==> config.mk <==
export PLATFORM = sky130hd
export DESIGN_NAME = framed_reply_receiver
export DESIGN_NICKNAME = d
export VERILOG_FILES = /design/src/hw/rtl/frr_pkg.sv /design/src/hw/rtl/frr_parser.sv /design/src/hw/rtl/frr_rsp_reg.sv /design/src/hw/rtl/framed_reply_receiver.sv
export SDC_FILE = /design/constraint.sdc
export NUM_CORES = 1
export LEC_CHECK = 0
export ABC_AREA = 1
export BUFFER_PORTS_ARGS = -buffer_cell sky130_fd_sc_hd__buf_2
export CAP_MARGIN = 30
export CORE_UTILIZATION = 32
export DETAILED_ROUTE_END_ITERATION = 8
export GPL_TIMING_DRIVEN = 0
export PLACE_DENSITY = 0.48
export SLEW_MARGIN = 25
export SYNTH_ARGS = -nofsm -noshare
export SYNTH_HDL_FRONTEND = slang
export SYNTH_SLANG_ARGS = --single-unit
==> constraint.sdc <==
create_clock -name clock -period 2.7 [get_ports clock]
set_input_delay 0.135 -clock clock [delete_from_list [all_inputs] [get_ports clock]]
set_output_delay 0.135 -clock clock [all_outputs]
set_load 0.005 [all_outputs]
==> src/hw/rtl/frr_pkg.sv <==
// Package for the framed reply receiver: frame constants, error codes and the result beat type.
package frr_pkg;

   localparam logic [7:0] HDR0         = 8'h46;
   localparam logic [7:0] HDR1         = 8'hB9;
   localparam logic [7:0] HDR2         = 8'h68;
   localparam logic [7:0] HDR3         = 8'h00;
   localparam logic [7:0] END_BYTE     = 8'h16;
   localparam logic [7:0] LEN_OVERHEAD = 8'd6;

   localparam logic [2:0] ERR_HEADER = 3'd0;
   localparam logic [2:0] ERR_LENGTH = 3'd1;
   localparam logic [2:0] ERR_SUM_HI = 3'd2;
   localparam logic [2:0] ERR_SUM_LO = 3'd3;
   localparam logic [2:0] ERR_END    = 3'd4;

   typedef struct packed {
      logic       data_valid;
      logic [7:0] data_byte;
      logic       data_last;
      logic       frame_ok;
      logic       frame_error;
      logic [2:0] error_kind;
      logic [3:0] rx_phase;
   } rsp_type;

endpackage

==> src/hw/rtl/frr_parser.sv <==
// Frame parser: phase, checksum and payload counters, advanced once per byte.
module frr_parser
   import frr_pkg::*;
(
   input  logic       clock,
   input  logic       reset,
   input  logic       step_en,
   input  logic [7:0] rx_byte,
   output rsp_type    result
);

   typedef enum logic [3:0] {
      PH_HUNT    = 4'd0,
      PH_HDR1    = 4'd1,
      PH_HDR2    = 4'd2,
      PH_HDR3    = 4'd3,
      PH_LEN     = 4'd4,
      PH_PAYLOAD = 4'd5,
      PH_SUM_HI  = 4'd6,
      PH_SUM_LO  = 4'd7,
      PH_END     = 4'd8
   } phase_type;

   phase_type   phase_ff, phase_in;
   logic [15:0] sum_ff, sum_in;
   logic [7:0]  count_ff, count_in;
   logic [7:0]  index_ff, index_in;
   logic        go_hunt;

   always_comb begin
      phase_in = phase_ff;
      sum_in   = sum_ff;
      count_in = count_ff;
      index_in = index_ff;
      go_hunt  = 1'b0;
      result   = '0;
      unique case (phase_ff)
         PH_HDR1: begin
            if (rx_byte == HDR1) begin
               phase_in = PH_HDR2;
            end else begin
               go_hunt            = 1'b1;
               result.frame_error = 1'b1;
               result.error_kind  = ERR_HEADER;
            end
         end
         PH_HDR2: begin
            if (rx_byte == HDR2) begin
               phase_in = PH_HDR3;
            end else begin
               go_hunt            = 1'b1;
               result.frame_error = 1'b1;
               result.error_kind  = ERR_HEADER;
            end
         end
         PH_HDR3: begin
            if (rx_byte == HDR3) begin
               phase_in = PH_LEN;
            end else begin
               go_hunt            = 1'b1;
               result.frame_error = 1'b1;
               result.error_kind  = ERR_HEADER;
            end
         end
         PH_LEN: begin
            if (rx_byte < LEN_OVERHEAD) begin
               go_hunt            = 1'b1;
               result.frame_error = 1'b1;
               result.error_kind  = ERR_LENGTH;
            end else begin
               sum_in   = {8'd0, HDR2} + {8'd0, rx_byte};
               count_in = rx_byte - LEN_OVERHEAD;
               index_in = '0;
               phase_in = (rx_byte == LEN_OVERHEAD) ? PH_SUM_HI : PH_PAYLOAD;
            end
         end
         PH_PAYLOAD: begin
            sum_in            = sum_ff + {8'd0, rx_byte};
            index_in          = index_ff + 8'd1;
            result.data_valid = 1'b1;
            result.data_byte  = rx_byte;
            if (index_in == count_ff) begin
               result.data_last = 1'b1;
               phase_in         = PH_SUM_HI;
            end
         end
         PH_SUM_HI: begin
            if (rx_byte == sum_ff[15:8]) begin
               phase_in = PH_SUM_LO;
            end else begin
               go_hunt            = 1'b1;
               result.frame_error = 1'b1;
               result.error_kind  = ERR_SUM_HI;
            end
         end
         PH_SUM_LO: begin
            if (rx_byte == sum_ff[7:0]) begin
               phase_in = PH_END;
            end else begin
               go_hunt            = 1'b1;
               result.frame_error = 1'b1;
               result.error_kind  = ERR_SUM_LO;
            end
         end
         PH_END: begin
            go_hunt = 1'b1;
            if (rx_byte == END_BYTE) begin
               result.frame_ok = 1'b1;
            end else begin
               result.frame_error = 1'b1;
               result.error_kind  = ERR_END;
            end
         end
         default: begin
            go_hunt = 1'b1;
         end
      endcase
      if (go_hunt) begin
         sum_in   = '0;
         count_in = '0;
         index_in = '0;
         // a start byte opens a frame only from the hunt or from an undefined phase
         phase_in = (phase_ff == PH_HUNT && rx_byte == HDR0) ? PH_HDR1 : PH_HUNT;
         if (!(phase_ff == PH_HUNT || phase_ff == PH_HDR1 || phase_ff == PH_HDR2 ||
               phase_ff == PH_HDR3 || phase_ff == PH_LEN || phase_ff == PH_PAYLOAD ||
               phase_ff == PH_SUM_HI || phase_ff == PH_SUM_LO || phase_ff == PH_END) &&
             rx_byte == HDR0) begin
            phase_in = PH_HDR1;
         end
      end
      result.rx_phase = phase_in;
   end

   always_ff @(posedge clock) begin
      if (reset) begin
         phase_ff <= PH_HUNT;
         sum_ff   <= '0;
         count_ff <= '0;
         index_ff <= '0;
      end else if (step_en) begin
         phase_ff <= phase_in;
         sum_ff   <= sum_in;
         count_ff <= count_in;
         index_ff <= index_in;
      end
   end

   a_reset_hunt: assert property (@(posedge clock)
      reset |=> phase_ff == PH_HUNT && sum_ff == 16'd0)
      else $error("parser not in hunt after reset");

   a_index_bound: assert property (@(posedge clock) disable iff (reset)
      phase_ff == PH_PAYLOAD |-> index_ff < count_ff)
      else $error("payload index ran past count");

   a_done_clears: assert property (@(posedge clock) disable iff (reset)
      step_en && (result.frame_ok || result.frame_error) |=>
         sum_ff == 16'd0 && count_ff == 8'd0 && index_ff == 8'd0)
      else $error("counters not cleared on frame end");

endmodule

==> src/hw/rtl/frr_rsp_reg.sv <==
// Result register: holds one result beat until the consumer takes it.
module frr_rsp_reg
   import frr_pkg::*;
(
   input  logic    clock,
   input  logic    reset,
   input  logic    load,
   input  rsp_type load_data,
   input  logic    rsp_stall,
   output logic    rsp_valid,
   output rsp_type rsp_data,
   output logic    can_load
);

   logic    valid_ff, valid_in;
   rsp_type data_ff;

   assign can_load  = !valid_ff || !rsp_stall;
   assign valid_in  = load || (valid_ff && rsp_stall);
   assign rsp_valid = valid_ff;
   assign rsp_data  = data_ff;

   always_ff @(posedge clock) begin
      if (reset) begin
         valid_ff <= 1'b0;
      end else begin
         valid_ff <= valid_in;
      end
   end

   always_ff @(posedge clock) begin
      if (load) begin
         data_ff <= load_data;
      end
   end

endmodule

==> src/hw/rtl/framed_reply_receiver.sv <==
// Top level of the framed reply receiver: input register, parser and result register.
//
//   channel   dir   ports                                   beat
//   req       in    req_valid, req_stall, req_rx_byte       one received byte
//   rsp       out   rsp_valid, rsp_stall, rsp_data_valid..  one result per byte
//
// One byte per cycle sustained while rsp is not stalled.
// Input register, then the parser step, then the result register.
// Synchronous reset puts the parser in the hunt and empties both registers.
// A stall on rsp backs up through the input register to req_stall the same cycle.
module framed_reply_receiver
   import frr_pkg::*;
(
   input  logic       clock,
   input  logic       reset,
   input  logic       req_valid,
   output logic       req_stall,
   input  logic [7:0] req_rx_byte,
   output logic       rsp_valid,
   input  logic       rsp_stall,
   output logic       rsp_data_valid,
   output logic [7:0] rsp_data_byte,
   output logic       rsp_data_last,
   output logic       rsp_frame_ok,
   output logic       rsp_frame_error,
   output logic [2:0] rsp_error_kind,
   output logic [3:0] rsp_rx_phase
);

   logic       in_valid_ff, in_valid_in;
   logic [7:0] in_byte_ff;
   logic       can_load;
   logic       advance;
   logic       req_take;
   rsp_type    step_result;
   rsp_type    rsp_data;

   assign advance     = in_valid_ff && can_load;
   assign req_stall   = in_valid_ff && !can_load;
   assign req_take    = req_valid && !req_stall;
   assign in_valid_in = req_take || (in_valid_ff && !advance);

   always_ff @(posedge clock) begin
      if (reset) begin
         in_valid_ff <= 1'b0;
      end else begin
         in_valid_ff <= in_valid_in;
      end
   end

   always_ff @(posedge clock) begin
      if (req_take) begin
         in_byte_ff <= req_rx_byte;
      end
   end

   frr_parser u_parser (
      .clock   (clock),
      .reset   (reset),
      .step_en (advance),
      .rx_byte (in_byte_ff),
      .result  (step_result)
   );

   frr_rsp_reg u_rsp_reg (
      .clock     (clock),
      .reset     (reset),
      .load      (advance),
      .load_data (step_result),
      .rsp_stall (rsp_stall),
      .rsp_valid (rsp_valid),
      .rsp_data  (rsp_data),
      .can_load  (can_load)
   );

   assign rsp_data_valid  = rsp_data.data_valid;
   assign rsp_data_byte   = rsp_data.data_byte;
   assign rsp_data_last   = rsp_data.data_last;
   assign rsp_frame_ok    = rsp_data.frame_ok;
   assign rsp_frame_error = rsp_data.frame_error;
   assign rsp_error_kind  = rsp_data.error_kind;
   assign rsp_rx_phase    = rsp_data.rx_phase;

endmodule

==> flow_summary.ini <==
[status]
outcome = finished clean

[sta]
finalSetupViolCount = 0
finalHoldViolations = 0
maxSlewHeadroom_pct = 43.0
worst_pin_slew_ns = 0.855
final_min_period_over_clock_period_pct = 92.6
drv_slew = 0
finClkSkew_ns = 0.00979
layout_min_cycle_time_ns = 2.50
rsz0062_at_grt = no
fmaxAchievable_mhz = 400

[global_routing]
grt_usage_pct = 18.9
first_pass_grt_wire_length_um = 20300
antenna_found_initial = 0
grt.met1_usage_pct = 26.3
grt_most_used_layer = met2
number_of_global_route_vias_before_repair = 3909
grt_util_met2_pct = 28.3
grt.met3_usage_pct = 2.97
total_overflow_reported_by_the_global_router = 0
grt_max_degree = 29

[floorplan]
initial_core_util_pct = 33.1
die_w_um = 119
rows = 42
area_of_the_core_um2 = 13300
dieArea_um2 = 14200
y_dimension_of_the_die_um = 119
io_pins = 33

[logic_synthesis]
ys_ff_latch = 65
synth_area_leaders = sky130_fd_sc_hd__edfxtp_1 (18%), sky130_fd_sc_hd__dfxtp_1 (17%), sky130_fd_sc_hd__nand2_1 (14%)
yosysMostFrequentCell = sky130_fd_sc_hd__nand2_1
synthesis.nets = 667
synth_seq_area_share_pct = 35.7
asyncSetResetFlopFracSynth_pct = 0
yosys-top-cells-count = sky130_fd_sc_hd__nand2_1 (169), sky130_fd_sc_hd__nor2_1 (99), sky130_fd_sc_hd__inv_1 (73), sky130_fd_sc_hd__nand3_1 (65), sky130_fd_sc_hd__dfxtp_1 (38)
post_synth_num_cell_types = 40
synthDominantCellAreaShare_pct = 18.4
netlist.top_cell.by_area = sky130_fd_sc_hd__edfxtp_1
post_synth.cell_area_avg_um2 = 6.85
synth_edf_count = 27
synth_ff_type = sky130_fd_sc_hd__dfxtp_1
synth_cells = 642
synthesis_warnings = 0
synth_area_um2 = 4400

[worst_setup_path]
startpoint = in_byte_ff[2]$_DFFE_PP_
critical_path.reg2reg.startpoint = in_byte_ff[2]$_DFFE_PP_
timing.reg2reg.setup_slack_ns = 0.20
critPathArrivalTime_ns = 2.70
crit_path_start_kind = flip-flop
worst_ep_required_time_ns = 2.90
end_kind = flip-flop
worst-setup-path-type = reg -> reg
worstPathMaxFanout = 10

[placed_design]
placed_cells = 849
place.detailed.hpwl_um = 9540
final_weighted_congestion_of_routability_driven_global_placement = 0.854
placement.io_buffers = 31
placed_area_um2 = 4770

[power]
p_leak_uw = 0.00238
pwr-share-clk_pct = 43.2
cellPowerDensity_nw_per_um2 = 559
cell_internal_pwr_uw = 2050
ir_drop_v = 0.000267
power_frac_seq_pct = 38.2
power_frac_comb_pct = 18.6
sw_frac_of_total_pct = 29.8
total_switching_power_uw = 872

[detailed_routing]
route.final.wire_length_um = 12500
wl_per_cell_um = 14.2
dr.pass1.iters = 7
final_antenna_net_count = 0
vias_per_cell = 4.78
vias = 4203
dr.first_iter.drc_count = 253
drc = 0

[job]
cap_viol_max_count = 0

[layout]
fraction_of_final_layout_cells_with_drive_strength_greater_than_1_pct = 16.8
antennaDiodeCount = 0
finish.utilization_pct = 39.3
finish.cell_count_without_fillers = 880
area.growth.synth_to_final_pct = 19.0
finish.instance_area_um2 = 5230
nFillCells = 1431
finish.net_count = 724

[min_path]
hold_path_origin = req_valid
min_path_type = in -> reg

[cts]
clk_path_buf_depth = 2
cts_tree = done
clkLatencyLatePin_ns = 0.35
cts-buffers-inserted = 9
htreeDepth = 3
numClockSinks = 65
cts_root_buf = sky130_fd_sc_hd__clkbuf_16
worst_setup_hold_path_clk_slew_ns = 0.06
==> layout by cell type, fill, tap and decap left out, types with 3 or more instances in the layout <==
cell	n
sky130_fd_sc_hd__a21oi_2	11
sky130_fd_sc_hd__dfxtp_1	38
sky130_fd_sc_hd__clkbuf_1	7
sky130_fd_sc_hd__buf_6	4
sky130_fd_sc_hd__buf_4	9
sky130_fd_sc_hd__nor2_4	3
sky130_fd_sc_hd__inv_2	7
sky130_fd_sc_hd__edfxtp_1	27
sky130_fd_sc_hd__inv_6	3
sky130_fd_sc_hd__buf_2	38
sky130_fd_sc_hd__ha_1	11
sky130_fd_sc_hd__o21ai_2	3
sky130_fd_sc_hd__inv_1	73
sky130_fd_sc_hd__o21ai_0	19
sky130_fd_sc_hd__nor3_1	8
sky130_fd_sc_hd__o21bai_1	3
sky130_fd_sc_hd__nand3_1	65
sky130_fd_sc_hd__nand4_1	16
sky130_fd_sc_hd__clkbuf_16	10
sky130_fd_sc_hd__a21oi_1	16
sky130_fd_sc_hd__xnor2_1	7
sky130_fd_sc_hd__nor2_1	99
sky130_fd_sc_hd__xor2_1	7
sky130_fd_sc_hd__nand2_1	168
sky130_fd_sc_hd__dlygate4sd3_1	8
sky130_fd_sc_hd__nand2_2	18
==> power groups by stage <==
| stage | clock network (uW) | logic [uW] | registers, uW |
|---|---|---|---|
| global placement | 0 | 507 | 1140 |
| detailed placement | 0 | 509 | 1140 |
| floorplan | 0 | 375 | 1130 |
| global route | 1350 | 607 | 1120 |
| CTS | 1300 | 524 | 1120 |
| finish | 1260 | 544 | 1120 |
==> critical path, stage by stage (launching register included) <==
cell                       delay (ns)
sky130_fd_sc_hd__edfxtp_1        0.41
sky130_fd_sc_hd__ha_1            0.30
sky130_fd_sc_hd__buf_2           0.16
sky130_fd_sc_hd__nor2_1          0.11
sky130_fd_sc_hd__nand2_1         0.14
sky130_fd_sc_hd__o21ai_2         0.26
sky130_fd_sc_hd__nand3_1         0.15
sky130_fd_sc_hd__nand2_2         0.18
sky130_fd_sc_hd__nand4_4         0.18
sky130_fd_sc_hd__nand2_4         0.15
sky130_fd_sc_hd__buf_6           0.17
sky130_fd_sc_hd__nand2_1         0.06
sky130_fd_sc_hd__nand2_1         0.05
sky130_fd_sc_hd__nor2_1          0.04
==> repair_timing <==
action	4_1_cts	5_1_grt
pin swaps	0	0
setup endpoints to repair	18	32
hold buffers	8	0
endpoints found under the hold margin	8	0
resized for setup	0	2
buffers inserted	1	6
==> cells by family after synthesis <==
logic type / share of synthesized area [%]
AOI/OAI and AO/OA: 8.37
xor gates and xnor gates: 3.33
adders and majority gates: 3.87
buffers and inverters: 10.4
DFF: 35.7
and+or+nand+nor: 38.3
==> stage by stage <==
| stage | hold slack, ns | total power (uW) | setup WS (ns) | TNS [ns] |
|---|---|---|---|---|
| after detailed placement | 0.313 | 1650 | -0.0355 | -0.352 |
| after global routing | 0.0865 | 3080 | 0.0422 | 0 |
| final | 0.0633 | 2920 | 0.199 | 0 |
| after global placement | 0.311 | 1650 | -0.0599 | -0.593 |
| after CTS | 0.0515 | 2940 | 0.00220 | 0 |
| after floorplan | 0.234 | 1500 | 0.524 | 0 |
==> registers in the layout (all words and copies together), names as in the netlist <==
signal               cells
u_parser.phase_ff        4
in_valid_ff              1
u_rsp_reg.rsp_data      19
in_byte_ff               8
u_parser.count_ff        8
u_rsp_reg.rsp_valid      1
u_parser.sum_ff         16
u_parser.index_ff        8
==> layer usage <==
metal  routed length (um)  part of all wire (%)
met1                 6340                    51
met4                  277                   2.2
met5                    0                     0
met3                  513                   4.1
met2                 5370                    43
==> final timing paths <==
path / to / cells past startpoint
setup / recovery: u_parser.sum_ff[2]$_SDFFE_PP0P_ / 13
hold / removal: in_valid_ff$_SDFF_PP0_ / 3
setup reg to reg: u_parser.sum_ff[2]$_SDFFE_PP0P_ / 13
hold reg to reg: u_rsp_reg.rsp_valid$_SDFF_PP0_ / 2
==> layout make-up <==
type	instances	area, um2	share of cell area [%]
buffer	23	151	2.89
clock buffer	10	250	4.78
clock inverter	6	70.1	1.34
inverter	82	308	5.88
multi-input combinational	472	2370	45.3
sequential	65	1570	30.0
tap	176	220	4.21
timing repair buffer	46	288	5.50
No activity file was read; power rests on OpenSTA's default activity.
